[config.mk]
export PLATFORM = sky130hd
export DESIGN_NAME = escaped_frame_deframer_unit_flat
export DESIGN_NICKNAME = d
export VERILOG_FILES = /design/src/rtl/efd_pkg.sv /design/src/rtl/efd_if.sv /design/src/rtl/escaped_frame_deframer_unit.sv /design/src/flat_wrapper.sv
export SDC_FILE = /design/constraint.sdc
export NUM_CORES = 1
export LEC_CHECK = 0
export ABC_CLOCK_PERIOD_IN_PS = 4600
export BUFFER_PORTS_ARGS = -buffer_cell sky130_fd_sc_hd__buf_2
export CORE_MARGIN = 1
export CORE_UTILIZATION = 55
export CTS_CLUSTER_DIAMETER = 120
export CTS_CLUSTER_SIZE = 20
export DETAILED_ROUTE_END_ITERATION = 8
export HOLD_SLACK_MARGIN = 0.08
export PLACE_DENSITY = 0.83
export SYNTH_ARGS = -nofsm -noshare
export SYNTH_HDL_FRONTEND = slang
export SYNTH_SLANG_ARGS = --single-unit
[constraint.sdc]
create_clock -name clk -period 4.6 [get_ports clk]
set_input_delay 0.69 -clock clk [delete_from_list [all_inputs] [get_ports clk]]
set_output_delay 0.69 -clock clk [all_outputs]
set_load 0.02 [all_outputs]
[src/rtl/efd_pkg.sv]
// ----------------------------------------------------------------------------
// Escaped frame deframer package
// Byte codes, phase and status codes, and the types used by the deframer.
// ----------------------------------------------------------------------------
package efd_pkg;

    // Wire bytes of the escaped framing.
    localparam logic [7:0] FLAG_BYTE = 8'h5a;
    localparam logic [7:0] ESC_BYTE  = 8'h5b;
    localparam logic [7:0] ESC_FLAG  = 8'h01;
    localparam logic [7:0] ESC_ESC   = 8'h02;

    // Smallest legal frame, both flags included.
    localparam logic [15:0] MIN_FRAME = 16'd5;
    localparam logic [15:0] COUNT_MAX = 16'hffff;

    // Frame phase codes.
    localparam logic [1:0] PH_HUNT   = 2'd0;
    localparam logic [1:0] PH_DECODE = 2'd1;
    localparam logic [1:0] PH_DONE   = 2'd2;

    // Status codes carried by a frame_done item.
    localparam logic [2:0] ST_OK           = 3'd0;
    localparam logic [2:0] ST_TOO_SHORT    = 3'd1;
    localparam logic [2:0] ST_LEN_MISMATCH = 3'd2;
    localparam logic [2:0] ST_CSUM_BAD     = 3'd3;
    localparam logic [2:0] ST_UNTERMINATED = 3'd4;
    localparam logic [2:0] ST_NO_START     = 3'd5;

    // Decoder state carried from one item to the next.
    typedef struct packed {
        logic [1:0]  phase;
        logic        escape_pending;
        logic [7:0]  held_byte;
        logic [15:0] decoded_count;
        logic [7:0]  running_sum;
        logic [15:0] declared_length;
    } state_t;

    localparam state_t STATE_RESET = '{
        phase:           PH_HUNT,
        escape_pending:  1'b0,
        held_byte:       8'h00,
        decoded_count:   16'h0000,
        running_sum:     8'h00,
        declared_length: 16'h0000
    };

    // One result item.
    typedef struct packed {
        logic [7:0] payload_byte;
        logic       frame_done;
        logic [2:0] frame_status;
    } result_t;

    // Outcome of appending one decoded byte to the frame.
    typedef struct packed {
        state_t     st;
        logic       emit;
        logic [7:0] value;
    } push_t;

endpackage

[src/rtl/efd_if.sv]
// ----------------------------------------------------------------------------
// Escaped frame deframer channels
// Valid/ready interfaces for the raw byte input and the result output.
// ----------------------------------------------------------------------------
interface efd_in_if;
    logic       valid;
    logic       ready;
    logic [7:0] raw_byte;
    logic       report_end;

    modport source (output valid, output raw_byte, output report_end, input ready);
    modport sink   (input valid, input raw_byte, input report_end, output ready);
endinterface

interface efd_out_if;
    logic       valid;
    logic       ready;
    logic [7:0] payload_byte;
    logic       frame_done;
    logic [2:0] frame_status;

    modport source (output valid, output payload_byte, output frame_done,
                    output frame_status, input ready);
    modport sink   (input valid, input payload_byte, input frame_done,
                    input frame_status, output ready);
endinterface

[src/rtl/escaped_frame_deframer_unit.sv]
// ----------------------------------------------------------------------------
// Escaped frame deframer
// Hunts for the start flag, unescapes the frame, streams payload bytes and
// gives one status item per frame or per report.
// ----------------------------------------------------------------------------
//
//  Channel | Dir | Handshake   | Payload
//  --------+-----+-------------+----------------------------------------------
//  rx      | in  | valid/ready | raw_byte[7:0], report_end
//  tx      | out | valid/ready | payload_byte[7:0], frame_done, frame_status[2:0]
//
// One input item is taken per cycle while rx.ready is high; an item yields zero,
// one or two results. A result passes the input register, then the two-entry
// result buffer, before it leaves. An item whose results do not fit in the
// buffer is held in the input register until the buffer has room.
// rst_n clears the decoder state and empties the input register and the result buffer.
// rx.ready drops only while the result buffer cannot take the pending results.
module escaped_frame_deframer_unit (
    input  logic       clk,
    input  logic       rst_n,
    efd_in_if.sink     rx,
    efd_out_if.source  tx
);

    // Input register.
    logic       in_valid_reg;
    logic [7:0] in_byte_reg;
    logic       in_last_reg;

    // Decoder state.
    efd_pkg::state_t state_reg;
    efd_pkg::state_t state_next;

    // Result buffer, entry 0 drives the output.
    efd_pkg::result_t slot_reg  [2];
    efd_pkg::result_t slot_next [2];
    logic [1:0]       buf_cnt_reg;
    logic [1:0]       buf_cnt_next;

    // Per-item decode results.
    efd_pkg::state_t  st_work;
    efd_pkg::push_t   push_a;
    efd_pkg::push_t   push_b;
    efd_pkg::result_t res [2];
    logic [1:0]       nres;
    logic             normal;

    logic       rx_accept;
    logic       tx_pop;
    logic [1:0] space;
    logic       advance;
    logic [1:0] rem_cnt;
    logic       wr_idx [2];

    // Append one decoded byte; the byte before it is emitted once the
    // length field and the first held byte are past.
    function automatic efd_pkg::push_t push_byte(efd_pkg::state_t s, logic [7:0] v);
        efd_pkg::push_t p;
        p       = '0;
        p.st    = s;
        p.emit  = 1'b0;
        p.value = s.held_byte;
        if (s.decoded_count == 16'd1)
        begin
            p.st.declared_length[15:8] = v;
            p.st.running_sum           = s.running_sum + v;
        end
        else if (s.decoded_count == 16'd2)
        begin
            p.st.declared_length[7:0] = v;
            p.st.running_sum          = s.running_sum + v;
        end
        else if (s.decoded_count == 16'd3)
        begin
            p.st.held_byte = v;
        end
        else if (s.decoded_count >= 16'd4)
        begin
            p.emit         = 1'b1;
            p.st.running_sum = s.running_sum + s.held_byte;
            p.st.held_byte = v;
        end
        if (s.decoded_count != efd_pkg::COUNT_MAX)
        begin
            p.st.decoded_count = s.decoded_count + 16'd1;
        end
        return p;
    endfunction

    // Status at the closing flag, checks in priority order.
    function automatic logic [2:0] close_status(efd_pkg::state_t s);
        logic [2:0] r;
        if (s.decoded_count < efd_pkg::MIN_FRAME - 16'd1)
        begin
            r = efd_pkg::ST_TOO_SHORT;
        end
        else if (s.decoded_count == efd_pkg::COUNT_MAX ||
                 s.declared_length != s.decoded_count + 16'd1)
        begin
            r = efd_pkg::ST_LEN_MISMATCH;
        end
        else if (s.running_sum != s.held_byte)
        begin
            r = efd_pkg::ST_CSUM_BAD;
        end
        else
        begin
            r = efd_pkg::ST_OK;
        end
        return r;
    endfunction

    // Decode the registered item against the current state.
    always_comb
    begin
        st_work = state_reg;
        nres    = 2'd0;
        res[0]  = '0;
        res[1]  = '0;
        normal  = 1'b1;
        push_a  = push_byte(state_reg, efd_pkg::ESC_BYTE);
        push_b  = '0;

        case (state_reg.phase)
            efd_pkg::PH_HUNT:
            begin
                if (in_byte_reg == efd_pkg::FLAG_BYTE)
                begin
                    st_work               = efd_pkg::STATE_RESET;
                    st_work.phase         = efd_pkg::PH_DECODE;
                    st_work.decoded_count = 16'd1;
                end
            end
            efd_pkg::PH_DECODE:
            begin
                // A pending escape resolves first.
                if (state_reg.escape_pending)
                begin
                    if (in_byte_reg == efd_pkg::ESC_FLAG)
                    begin
                        push_a = push_byte(state_reg, efd_pkg::FLAG_BYTE);
                        normal = 1'b0;
                    end
                    else if (in_byte_reg == efd_pkg::ESC_ESC)
                    begin
                        normal = 1'b0;
                    end
                    st_work                = push_a.st;
                    st_work.escape_pending = 1'b0;
                    if (push_a.emit)
                    begin
                        res[0] = '{payload_byte: push_a.value, frame_done: 1'b0,
                                   frame_status: efd_pkg::ST_OK};
                        nres   = 2'd1;
                    end
                end

                // Then the byte itself, unless it completed an escape.
                if (normal)
                begin
                    push_b = push_byte(st_work, in_byte_reg);
                    if (in_byte_reg == efd_pkg::FLAG_BYTE)
                    begin
                        res[nres[0]] = '{payload_byte: 8'h00, frame_done: 1'b1,
                                         frame_status: close_status(st_work)};
                        nres         = nres + 2'd1;
                        st_work.phase = efd_pkg::PH_DONE;
                    end
                    else if (in_byte_reg == efd_pkg::ESC_BYTE)
                    begin
                        st_work.escape_pending = 1'b1;
                    end
                    else
                    begin
                        st_work = push_b.st;
                        if (push_b.emit)
                        begin
                            res[nres[0]] = '{payload_byte: push_b.value, frame_done: 1'b0,
                                             frame_status: efd_pkg::ST_OK};
                            nres         = nres + 2'd1;
                        end
                    end
                end
            end
            default:
            begin
                // Frame closed: ignore bytes until the report ends.
            end
        endcase

        // Report end replaces results unless a frame closed; restarts the hunt.
        if (in_last_reg)
        begin
            if (st_work.phase == efd_pkg::PH_DECODE)
            begin
                res[0] = '{payload_byte: 8'h00, frame_done: 1'b1,
                           frame_status: efd_pkg::ST_UNTERMINATED};
                nres   = 2'd1;
            end
            else if (st_work.phase == efd_pkg::PH_HUNT)
            begin
                res[0] = '{payload_byte: 8'h00, frame_done: 1'b1,
                           frame_status: efd_pkg::ST_NO_START};
                nres   = 2'd1;
            end
            st_work = efd_pkg::STATE_RESET;
        end
    end

    // Handshakes and buffer space.
    assign tx_pop    = (buf_cnt_reg != 2'd0) && tx.ready;
    assign space     = 2'd2 - buf_cnt_reg + {1'b0, tx_pop};
    assign advance   = in_valid_reg && (nres <= space);
    assign rx.ready  = !in_valid_reg || advance;
    assign rx_accept = rx.valid && rx.ready;
    assign rem_cnt   = buf_cnt_reg - {1'b0, tx_pop};

    // Next buffer contents: shift on pop, then append new results.
    // A write only happens while at most one entry remains, so the low bit
    // of the fill level picks the entry.
    always_comb
    begin
        slot_next[0] = tx_pop ? slot_reg[1] : slot_reg[0];
        slot_next[1] = slot_reg[1];
        for (int i = 0; i < 2; i++)
        begin
            wr_idx[i] = rem_cnt[0] ^ 1'(i);
            if (advance && (2'(i) < nres))
            begin
                slot_next[wr_idx[i]] = res[i];
            end
        end
        buf_cnt_next = rem_cnt + (advance ? nres : 2'd0);
        state_next   = advance ? st_work : state_reg;
    end

    // Control registers.
    always_ff @(posedge clk or negedge rst_n)
    begin
        if (!rst_n)
        begin
            in_valid_reg <= 1'b0;
            buf_cnt_reg  <= 2'd0;
            state_reg    <= efd_pkg::STATE_RESET;
        end
        else
        begin
            if (rx_accept)
            begin
                in_valid_reg <= 1'b1;
            end
            else if (advance)
            begin
                in_valid_reg <= 1'b0;
            end
            buf_cnt_reg <= buf_cnt_next;
            state_reg   <= state_next;
        end
    end

    // Payload registers.
    always_ff @(posedge clk)
    begin
        if (rx_accept)
        begin
            in_byte_reg <= rx.raw_byte;
            in_last_reg <= rx.report_end;
        end
        slot_reg[0] <= slot_next[0];
        slot_reg[1] <= slot_next[1];
    end

    // Output.
    assign tx.valid        = (buf_cnt_reg != 2'd0);
    assign tx.payload_byte = slot_reg[0].payload_byte;
    assign tx.frame_done   = slot_reg[0].frame_done;
    assign tx.frame_status = slot_reg[0].frame_status;

    // The result buffer never holds more than two items.
    a_buf_bound: assert property (@(posedge clk) disable iff (!rst_n)
        buf_cnt_reg <= 2'd2)
        else $error("result buffer overfilled");

    // An escape can only be pending inside a frame.
    a_esc_phase: assert property (@(posedge clk) disable iff (!rst_n)
        state_reg.escape_pending |-> state_reg.phase == efd_pkg::PH_DECODE)
        else $error("escape pending outside a frame");

    // A report end returns the decoder to the hunt with cleared counters.
    a_end_reset: assert property (@(posedge clk) disable iff (!rst_n)
        (advance && in_last_reg) |=>
            (state_reg.phase == efd_pkg::PH_HUNT && state_reg.decoded_count == 16'd0))
        else $error("report end did not reset the decoder");

    // A shown result never mixes payload and status fields.
    a_result_form: assert property (@(posedge clk) disable iff (!rst_n)
        (buf_cnt_reg != 2'd0) |->
            (slot_reg[0].frame_done ? slot_reg[0].payload_byte == 8'h00
                                    : slot_reg[0].frame_status == efd_pkg::ST_OK))
        else $error("malformed result item");

    // A waiting input item is taken whenever the result buffer is empty.
    a_no_stall: assert property (@(posedge clk) disable iff (!rst_n)
        (in_valid_reg && buf_cnt_reg == 2'd0) |-> advance)
        else $error("input stalled with an empty result buffer");

endmodule
[src/flat_wrapper.sv]
// flat-port wrapper written by rule: the top's interface ports become plain ports
module escaped_frame_deframer_unit_flat 
  (clk, rst_n, rx_valid, rx_raw_byte, rx_report_end, rx_ready, tx_valid, tx_payload_byte, tx_frame_done, tx_frame_status, tx_ready);
  efd_in_if rx_i ();
  efd_out_if tx_i ();
  input  logic clk;
  input  logic rst_n;
  input wire logic [$bits(rx_i.valid)-1:0] rx_valid;
  input wire logic [$bits(rx_i.raw_byte)-1:0] rx_raw_byte;
  input wire logic [$bits(rx_i.report_end)-1:0] rx_report_end;
  output wire logic [$bits(rx_i.ready)-1:0] rx_ready;
  output wire logic [$bits(tx_i.valid)-1:0] tx_valid;
  output wire logic [$bits(tx_i.payload_byte)-1:0] tx_payload_byte;
  output wire logic [$bits(tx_i.frame_done)-1:0] tx_frame_done;
  output wire logic [$bits(tx_i.frame_status)-1:0] tx_frame_status;
  input wire logic [$bits(tx_i.ready)-1:0] tx_ready;
  assign rx_i.valid = rx_valid;
  assign rx_i.raw_byte = rx_raw_byte;
  assign rx_i.report_end = rx_report_end;
  assign rx_ready = rx_i.ready;
  assign tx_valid = tx_i.valid;
  assign tx_payload_byte = tx_i.payload_byte;
  assign tx_frame_done = tx_i.frame_done;
  assign tx_frame_status = tx_i.frame_status;
  assign tx_i.ready = tx_ready;
  escaped_frame_deframer_unit u_core (.clk(clk), .rst_n(rst_n), .rx(rx_i), .tx(tx_i));
endmodule
==> flow_summary.yaml, run 1 <==
timing:
  fin_crit_sh: 0.994
  worst_slack_ns: 0.0261
  clock_skew_ns: 0.00824
  fmax_mhz: 219
  hold_viol: 0
  slew_headroom: 0.350
  max_slew.worst_pin.slew_ns: 0.972
  slew_violations: 0
  setup-violations-final: 0
  period_minus_slack_ns: 4.57
status:
  status: "finished clean"
worst_setup_path:
  endpoint_kind: "register"
  critPathMaxFanout: 8
  critPathTopFamily: "simple AND/OR/NAND/NOR gates"
  crit_chain: "ha_4 -> and4_4 -> and4_4 -> or3_4 -> mux2i_1 -> o211ai_1 -> nor3_4 -> inv_2 -> ha_4 -> a32oi_4 -> nor3_2 -> ha_1 -> nor2b_2 -> o21ai_2 -> nand2_2 -> nor4_4 -> buf_4 -> nand2_4 -> nor2_2 -> a21oi_1 -> nor2_1 -> a211o_1"
  max_stage_delay_ns: 0.46
  setup.worst_path.class: "reg2reg"
  cpMaxStageDelayCell: "dfrtp_2"
  arrival_ns: 4.88
  required_ns: 4.90
  startpoint_type: "register"
  worst-path-buf-inv: 2
power:
  power_leakage_uw: 0.00385
  vdd_drop_max_mv: 0.268
  power_uw: 4180
  powerDensity_nw_per_um2: 464
global_route:
  overflow: 0
  grt_pass1_wl_um: 38000
  grt_pass1_vias: 7263
  grt_max_degree: 55
  grt.total_usage: 0.334
  antenna_found_initial: 0
logic_synthesis:
  ys_seq_area_frac: 0.271
  ys.flop_type: "dfrtp_1"
  synth_cell_types: 89
  synth_edf_count: 9
  syn_nets: 1013
  yosys_warnings: 0
  synth_area_um2: 7760
  syn_inst: 959
  ys_seq_elements: 87
  syn_avg_cell_area_um2: 8.09
  synth_async_sr_flop_share: 0.621
cts:
  htree_levels: 3
  clk_latency_ns: 0.36
  clock-sinks: 87
  cts_made_buffers: 9
  path_clk_slew_ns: 0.07
  clk_path_buf_depth: 2
  cts_tree: "done"
  cts_root_buf: "clkbuf_16"
layout:
  final_net_count: 1072
  antenna_cells: 0
  area_delta_synth_final_pct: 16.0
  largest_register_ffs: 51
  drive_gt1_frac: 0.205
  n_fill_cell: 1123
route:
  num_vias: 7995
  drt_wl_total_um: 24100
  wl_per_cell_um: 20.0
  drtIter0Drc: 1027
  ant_nets: 0
  drt-vias-per-instance: 6.65
  drc: 0
  first_pass_iters: 5
floorplan:
  placeableCoreArea_um2: 13800
  die-area_um2: 14600
  die_h_um: 121
  start_util: 0.561
  io_pins: 27
  fp-row-count: 43
  die_width_um: 121
place:
  gp_congestion: 1.04
  post-place-ws_ns: 0.00105
  numPortBuffers: 26
  dpl.hpwl_um: 17600
run:
  drv_cap: 0
worst_hold_path:
  hold_class: "in2async"
placed cells by master, fill, tap and decap left out, drive strengths merged, types with 7 or more instances in the layout:
cell / instances
dfxtp: 24
xor2: 16
and4: 9
nand4: 14
a31oi: 13
buf: 115
o221ai: 7
ha: 38
or3: 10
nand2b: 11
mux2i: 23
and3: 12
nand3: 34
inv: 39
a21oi: 64
a21o: 17
o21ai: 86
o22ai: 9
dfrtp: 54
clkbuf: 11
a211oi: 7
nor2b: 11
edfxtp: 9
or2: 12
o31ai: 11
nor4: 15
o211ai: 7
and2: 8
nor3: 35
nand2: 97
nor2: 61
xnor2: 42
a22o: 18
layout make-up:
| class | instances | area, um^2 | area share |
|---|---|---|---|
| clock inverters | 5 | 38.8 | 0.00431 |
| well taps | 180 | 225 | 0.0250 |
| repair buffers | 115 | 850 | 0.0944 |
| multi-input cells | 767 | 5380 | 0.598 |
| flip-flops and latches | 87 | 2110 | 0.234 |
| inverters | 38 | 143 | 0.0159 |
| clock buffers | 11 | 254 | 0.0282 |
cell families after synthesis:
logic type,Yosys count,share of synthesized area
compound gates,292,0.248
xor+xnor,60,0.0713
fa+ha+maj,41,0.0690
buf+inv,105,0.0624
flops,87,0.271
mux,28,0.0369
simple gates,346,0.241
per-layer routing:
layer  vias up  GRT usage  wire [um]
li1       3653          -          -
met1      3743      0.475       9990
met2       542      0.492      10700
met3        57     0.0651       2760
met4         0      0.141        634
met5         -          0          0
final timing paths:
kind                                         from                      to  slack, ns  cells after the start
min in group clk           u_core.slot_reg[0][18]  u_core.slot_reg[0][18]       0.47                      2
min reg2reg                u_core.slot_reg[0][18]  u_core.slot_reg[0][18]       0.47                      2
max reg2reg                  u_core.state_reg[25]  u_core.slot_reg[0][12]       0.03                     22
min                                         rst_n    u_core.state_reg[38]       0.47                      2
max                          u_core.state_reg[25]  u_core.slot_reg[0][12]       0.03                     22
max in group asynchronous                   rst_n    u_core.state_reg[24]       3.58                      2
per-stage QoR:
step | util | TNS [ns] | area [um^2] | instances | hold slack (ns)
after floorplan | - | -0.254 | 7870 | 959 | 0.394
after global placement | 0.613 | 0 | 8470 | 1174 | 0.450
after detailed placement | 0.613 | 0 | 8470 | 1174 | 0.446
after CTS | 0.635 | 0 | 8780 | 1192 | 0.466
after global routing | 0.651 | -0.788 | 9000 | 1203 | 0.501
final | 0.651 | 0 | 9000 | 1203 | 0.466
report_power, final:
| group | switching, uW | internal, uW | leakage (uW) |
|---|---|---|---|
| clock network | 329 | 401 | 0.000130 |
| logic | 1390 | 946 | 0.00270 |
| registers | 170 | 945 | 0.00102 |
| total | 1890 | 2290 | 0.00385 |
cell usage after synthesis (all sizes together) (16+ instances only):
| master | instances | area share |
|---|---|---|
| a21o | 17 | 0.016 |
| a21oi | 64 | 0.041 |
| a22o | 18 | 0.020 |
| buf | 34 | 0.028 |
| clkbuf | 33 | 0.016 |
| dfrtp | 54 | 0.17 |
| dfxtp | 24 | 0.062 |
| ha | 38 | 0.061 |
| inv | 38 | 0.018 |
| mux2i | 23 | 0.030 |
| nand2 | 97 | 0.047 |
| nand3 | 34 | 0.024 |
| nor2 | 61 | 0.030 |
| nor3 | 35 | 0.025 |
| o21ai | 86 | 0.056 |
| xnor2 | 42 | 0.047 |
| xor2 | 16 | 0.018 |
repair_timing:
action | in CTS | in global routing
pin swaps | 1 | 13
gates cloned | 0 | 0
endpoints found under the setup margin | 8 | 59
setup buffers | 2 | 11
hold buffers | 0 | 0
resized for setup | 0 | 36
endpoints found under the hold margin | 0 | 0
No activity file was read; power rests on OpenSTA's default activity.
==> inputs of run 2 (changes only) <==
--- a/config.mk
+++ b/config.mk
@@ -7,6 +7,7 @@
 export LEC_CHECK = 0
 export ABC_CLOCK_PERIOD_IN_PS = 4600
 export BUFFER_PORTS_ARGS = -buffer_cell sky130_fd_sc_hd__buf_2
+export CORE_ASPECT_RATIO = 1.1
 export CORE_MARGIN = 1
 export CORE_UTILIZATION = 55
 export CTS_CLUSTER_DIAMETER = 120
==> run 2 against run 1 <==
Effect of this change:
- combinational power rose by 3%
- non-clock buffer count fell by 9
- clock skew fell by 0.0011 ns
- routed wire length rose by 0.48%
- critical endpoint is now u_core.slot_reg[0][0]
- global-route usage fell by 0.16 points
- die area barely moved
- cell count barely moved
- clock power rose by 3%
- critical path depth fell by 7
- fmax rose by 0.36%
- core utilization fell by 0.055 points
==> flow_summary.yaml, run 2 (synthesis gave the netlist of run 1 again) <==
floorplan:
  io_pins: 27
  die-area_um2: 14600
  start_util: 0.562
  die_width_um: 115
  fp-row-count: 45
  placeableCoreArea_um2: 13800
  die_h_um: 127
worst_setup_path:
  setup.worst_path.class: "reg2reg"
  arrival_ns: 4.86
  max_stage_delay_ns: 0.53
  crit_top_cell: "xnor2_1"
  startpoint_type: "register"
  critPathMaxFanout: 10
  cpMaxStageDelayCell: "xnor2_1"
  crit_chain: "and4_1 -> and4_4 -> buf_4 -> nor2_2 -> xnor2_1 -> inv_1 -> ha_1 -> xor2_1 -> xnor2_1 -> nor4bb_1 -> a211oi_1 -> nor4_2 -> nand4_2 -> o211ai_1 -> a22o_1"
  endpoint_kind: "register"
  required_ns: 4.90
cts:
  path_clk_slew_ns: 0.07
  cts_made_buffers: 9
  clk_latency_ns: 0.35
  cts_hold_buf: 0
  htree_levels: 3
  cts_root_buf: "clkbuf_16"
  clk_path_buf_depth: 2
  cts_tree: "done"
  clock-sinks: 87
global_route:
  grt_pass1_wl_um: 37900
  grt.total_usage: 0.333
  grt_pass1_vias: 7570
  overflow: 0
  grt_max_degree: 55
  antenna_found_initial: 0
power:
  vdd_drop_max_mv: 0.291
  power_leakage_uw: 0.00384
  powerDensity_nw_per_um2: 474
layout:
  drive_gt1_frac: 0.201
  final_net_count: 1063
  n_fill_cell: 1112
  final_util: 0.650
  largest_register_ffs: 51
  mostFrequentLayoutCell: "nand2_1"
  antenna_cells: 0
  multi_input_area_um2: 5420
  area.sequential_um2: 2110
  layout_common_cells: "nand2_1, buf_4, o21ai_0"
  area_delta_synth_final_pct: 15.6
  final_cells: 1202
timing:
  slew_headroom: 0.329
  period_minus_slack_ns: 4.56
  fin_crit_sh: 0.991
  fmax_mhz: 219
  worst_slack_ns: 0.0426
  slew_violations: 0
  hold_viol: 0
  setup-violations-final: 0
  tns_ns: 0
  clock_skew_ns: 0.00710
  max_slew.worst_pin.slew_ns: 0.996
place:
  gp_congestion: 1.01
  dpl.hpwl_um: 17300
  place_inst: 1178
  post-place-ws_ns: -0.0286
  numPortBuffers: 26
worst_hold_path:
  hold_class: "reg2reg"
run:
  drv_cap: 0
route:
  first_pass_iters: 9
  drt_wl_total_um: 24200
  wl_per_cell_um: 20.1
  ant_nets: 0
  drtIter0Drc: 855
  drc: 0
  num_vias: 7914
  drt-vias-per-instance: 6.58
status:
  status: "finished clean"
-- run 2: cell count changes in the layout (fill, tap and decap cells not counted), sizes merged --
cell      change
inv           +2
clkinvlp      -4
buf           -9
clkinv        +4
clkbuf        -2
-- run 2: power by group --
group	internal [uW]	switching, uW
Combinational	959	1440
Sequential	943	161
Clock	384	365
-- run 2: worst max-delay path: cells and delay by family, from the launching register on --
family | cells | cell delay, ns
and+or+nand+nor | 6 | 1.73
xor gates and xnor gates | 3 | 0.93
AOI/OAI and AO/OA | 3 | 0.61
DFF | 1 | 0.45
buffers and inverters | 2 | 0.40
adders and majority gates | 1 | 0.39
-- run 2: worst paths after layout --
| path | from | to | slack, ns | cells after the start |
|---|---|---|---|---|
| max in group asynchronous | rst_n | u_core.state_reg[24] | 3.58 | 2 |
| worst max-delay path | u_core.state_reg[36] | u_core.slot_reg[0][0] | 0.04 | 15 |
| worst min-delay path | u_core.slot_reg[0][18] | u_core.slot_reg[0][18] | 0.47 | 2 |
| worst min register to register | u_core.slot_reg[0][18] | u_core.slot_reg[0][18] | 0.47 | 2 |
| worst max register to register | u_core.state_reg[36] | u_core.slot_reg[0][0] | 0.04 | 15 |
| min in group asynchronous | rst_n | u_core.state_reg[39] | 0.49 | 2 |
-- run 2: final cells by class --
class / instances / share of cell area
Tap cell: 188 / 0.0262
Timing Repair Buffer: 106 / 0.0858
Clock buffer: 9 / 0.0251
Sequential cell: 87 / 0.235
Inverter: 38 / 0.0159
Multi-Input combinational cell: 767 / 0.604
Clock inverter: 7 / 0.00823
-- run 2: repair_timing --
| item | in CTS | in global routing |
|---|---|---|
| gates resized for setup | 1 | 44 |
| buffers inserted | 2 | 6 |
| pin swaps | 3 | 12 |
| hold endpoints to repair | 0 | 0 |
| setup endpoints to repair | 8 | 69 |
-- run 2: through the flow --
step,area [um^2],power [uW],hold slack [ns]
floorplan,7870,2640,0.394
global placement,8440,3190,0.448
detailed placement,8440,3250,0.455
CTS,8750,4010,0.469
global route,8970,4470,0.496
finish,8970,4250,0.473
-- run 2: per-layer routing --
metal,vias up,share of wire,track usage
li1,3621,-,-
met1,3745,0.39,0.406
met3,106,0.080,0.0521
met5,-,0,0
met4,0,0.049,0.198
met2,442,0.48,0.551
==> inputs of run 3 (changes only) <==
--- a/config.mk
+++ b/config.mk
@@ -9,12 +9,12 @@
 export BUFFER_PORTS_ARGS = -buffer_cell sky130_fd_sc_hd__buf_2
 export CORE_ASPECT_RATIO = 1.1
 export CORE_MARGIN = 1
-export CORE_UTILIZATION = 55
+export CORE_UTILIZATION = 34
 export CTS_CLUSTER_DIAMETER = 120
 export CTS_CLUSTER_SIZE = 20
 export DETAILED_ROUTE_END_ITERATION = 8
 export HOLD_SLACK_MARGIN = 0.08
-export PLACE_DENSITY = 0.83
+export PLACE_DENSITY = 0.56
 export SYNTH_ARGS = -nofsm -noshare
 export SYNTH_HDL_FRONTEND = slang
 export SYNTH_SLANG_ARGS = --single-unit
==> run 3 against run 2 <==
Effect of this change:
- design area grew 3.7%
- sequential power hardly changed
- clock-buffer cell count did not move
- cell count grew 11%
- clock skew up 0.0044 ns
- non-clock buffer count up 26
- first-iteration DRC count down 23%
- register-to-register slack gained 0.14 ns
- critical path depth is 2 higher
- largest cell class unchanged
- via count is 3.7% lower
- clock power is 0.5% lower
- worst hold slack better by 0.0051 ns
- highest routed layer unchanged
==> flow_summary.yaml, run 3 (synthesis gave the netlist of run 1 again) <==
worst_hold_path:
  holdPathStages: 2
  hold_class: "reg2reg"
  whs_endpoint: "u_core.slot_reg[0][13]"
  hold_start: "u_core.slot_reg[0][13]"
cts:
  cts_made_buffers: 9
  cts_root_buf: "clkbuf_16"
  clk_latency_ns: 0.36
  cts_hold_buf: 0
  clk_path_buf_depth: 2
  clock-sinks: 87
  cts_tree: "done"
  path_clk_slew_ns: 0.08
  htree_levels: 3
timing:
  max_slew.worst_pin.slew_ns: 0.970
  slew_violations: 0
  worst_slack_ns: 0.144
  hold_viol: 0
  period_minus_slack_ns: 4.46
  fmax_mhz: 224
  setup-violations-final: 0
  fin_crit_sh: 0.969
  clock_skew_ns: 0.0115
  slew_headroom: 0.353
  tns_ns: 0
power:
  swShare: 0.459
  p_seq_frac: 0.258
  power_leakage_uw: 0.00395
  power.internal_uw: 2280
  powerDensity_nw_per_um2: 453
  p_clk_frac: 0.177
  power_uw: 4210
  pwr-share-comb: 0.565
  vdd_drop_max_mv: 0.241
  switching_power_uw: 1930
global_route:
  antenna_found_initial: 0
  overflow: 0
  grt_pass1_vias: 7298
  grt_max_degree: 36
  grt_pass1_wl_um: 40400
  grt.total_usage: 0.221
worst_setup_path:
  endpoint_kind: "primary output"
  required_ns: 3.91
  setup.worst_path.class: "reg2out"
  worstReg2RegStart: "u_core.state_reg[24]"
  arrival_ns: 3.77
  critPathMaxFanout: 6
  reg2reg_to: "u_core.slot_reg[0][0]"
  startpoint_type: "register"
  regToRegSetupSlack_ns: 0.18
  worstRegToRegCells: 22
route:
  drc: 0
  wl_met3_um: 1340
  drt_wl_total_um: 25800
  first_pass_iters: 5
  drt-vias-per-instance: 5.71
  wl_per_cell_um: 19.3
  num_vias: 7624
  ant_nets: 0
  route.top_layer_used: "met4"
  drt-met1-wl_um: 11700
  drtIter0Drc: 657
  wl_met2_um: 11900
layout:
  mostFrequentLayoutCell: "buf_4"
  layout_common_cells: "buf_4, nand2_1, o21ai_0"
  drive_gt1_frac: 0.224
  antenna_cells: 0
  largest_register_ffs: 51
  design_area_um2: 9300
  final_util: 0.418
  area_delta_synth_final_pct: 19.9
  final_net_count: 1089
  n_fill_cell: 2258
run:
  drv_cap: 0
place:
  gp_congestion: 0.908
  dpl.hpwl_um: 19300
  place_area_um2: 8680
  numPortBuffers: 26
  post-place-ws_ns: -0.0332
floorplan:
  die_width_um: 146
  placeableCoreArea_um2: 22300
  die-area_um2: 23400
  io_pins: 27
  start_util: 0.349
  fp-row-count: 57
  die_h_um: 160
status:
  status: "finished clean"
[run 3: how the worst max path moves through the flow]
stage	startpoint	to	slack, ns	depth (start not counted)
after floorplan	u_core.state_reg[25]	u_core.slot_reg[0][0]	-0.05	23
after global placement	u_core.state_reg[34]	u_core.slot_reg[0][0]	0.06	18
after detailed placement	u_core.state_reg[28]	u_core.slot_reg[0][0]	-0.03	21
after CTS	u_core.state_reg[28]	rx_ready	0.01	17
after global routing	u_core.state_reg[24]	u_core.slot_reg[0][0]	-0.05	22
final	u_core.state_reg[24]	rx_ready	0.14	17
[run 3: per-layer routing]
layer  up-vias  GRT usage
met4         0     0.0748
li1       3694          -
met1      3636      0.295
met2       241      0.362
met3        53     0.0352
met5         -          0
[run 3: power groups by stage]
stage               combinational, uW  clock (uW)  sequential, uW
floorplan                        1570           0            1070
global placement                 2240           0            1100
detailed placement               2250           0            1100
CTS                              2260         752            1080
global route                     2600         789            1110
finish                           2380         745            1090
[run 3: cell type report]
class | count | area, um^2 | share of cell area
Sequential cell | 87 | 2110 | 0.226
Inverter | 38 | 143 | 0.0153
Timing Repair Buffer | 132 | 975 | 0.105
Clock buffer | 9 | 225 | 0.0242
Tap cell | 295 | 369 | 0.0397
Clock inverter | 7 | 63.8 | 0.00686
Multi-Input combinational cell | 767 | 5420 | 0.583
[run 3: worst max-delay path, stage by stage (launching register included)]
cell and delay (ns):
dfrtp_1 0.43, ha_4 0.19, and4_4 0.17, and4_4 0.18, or3_4 0.38, mux2i_1 0.17
o211ai_1 0.15, nor3_4 0.23, inv_2 0.08, ha_4 0.17, a32oi_4 0.23, nor3_2 0.08
ha_1 0.35, nor2b_2 0.16, o21ai_2 0.15, inv_1 0.07, nand2_2 0.09, buf_6 0.12
[run 3: what timing repair did]
action / CTS / global route
endpoints found under the setup margin: 15 / 70
resized for setup: 1 / 48
pin swaps: 2 / 16
buffers inserted: 1 / 19
[run 3: metrics by stage]
stage,hold slack (ns),std cells
6_report,0.478,1335
5_1_grt,0.494,1335
4_1_cts,0.484,1317
3_5_place_dp,0.469,1300
3_3_place_gp,0.471,1300
2_1_floorplan,0.394,959
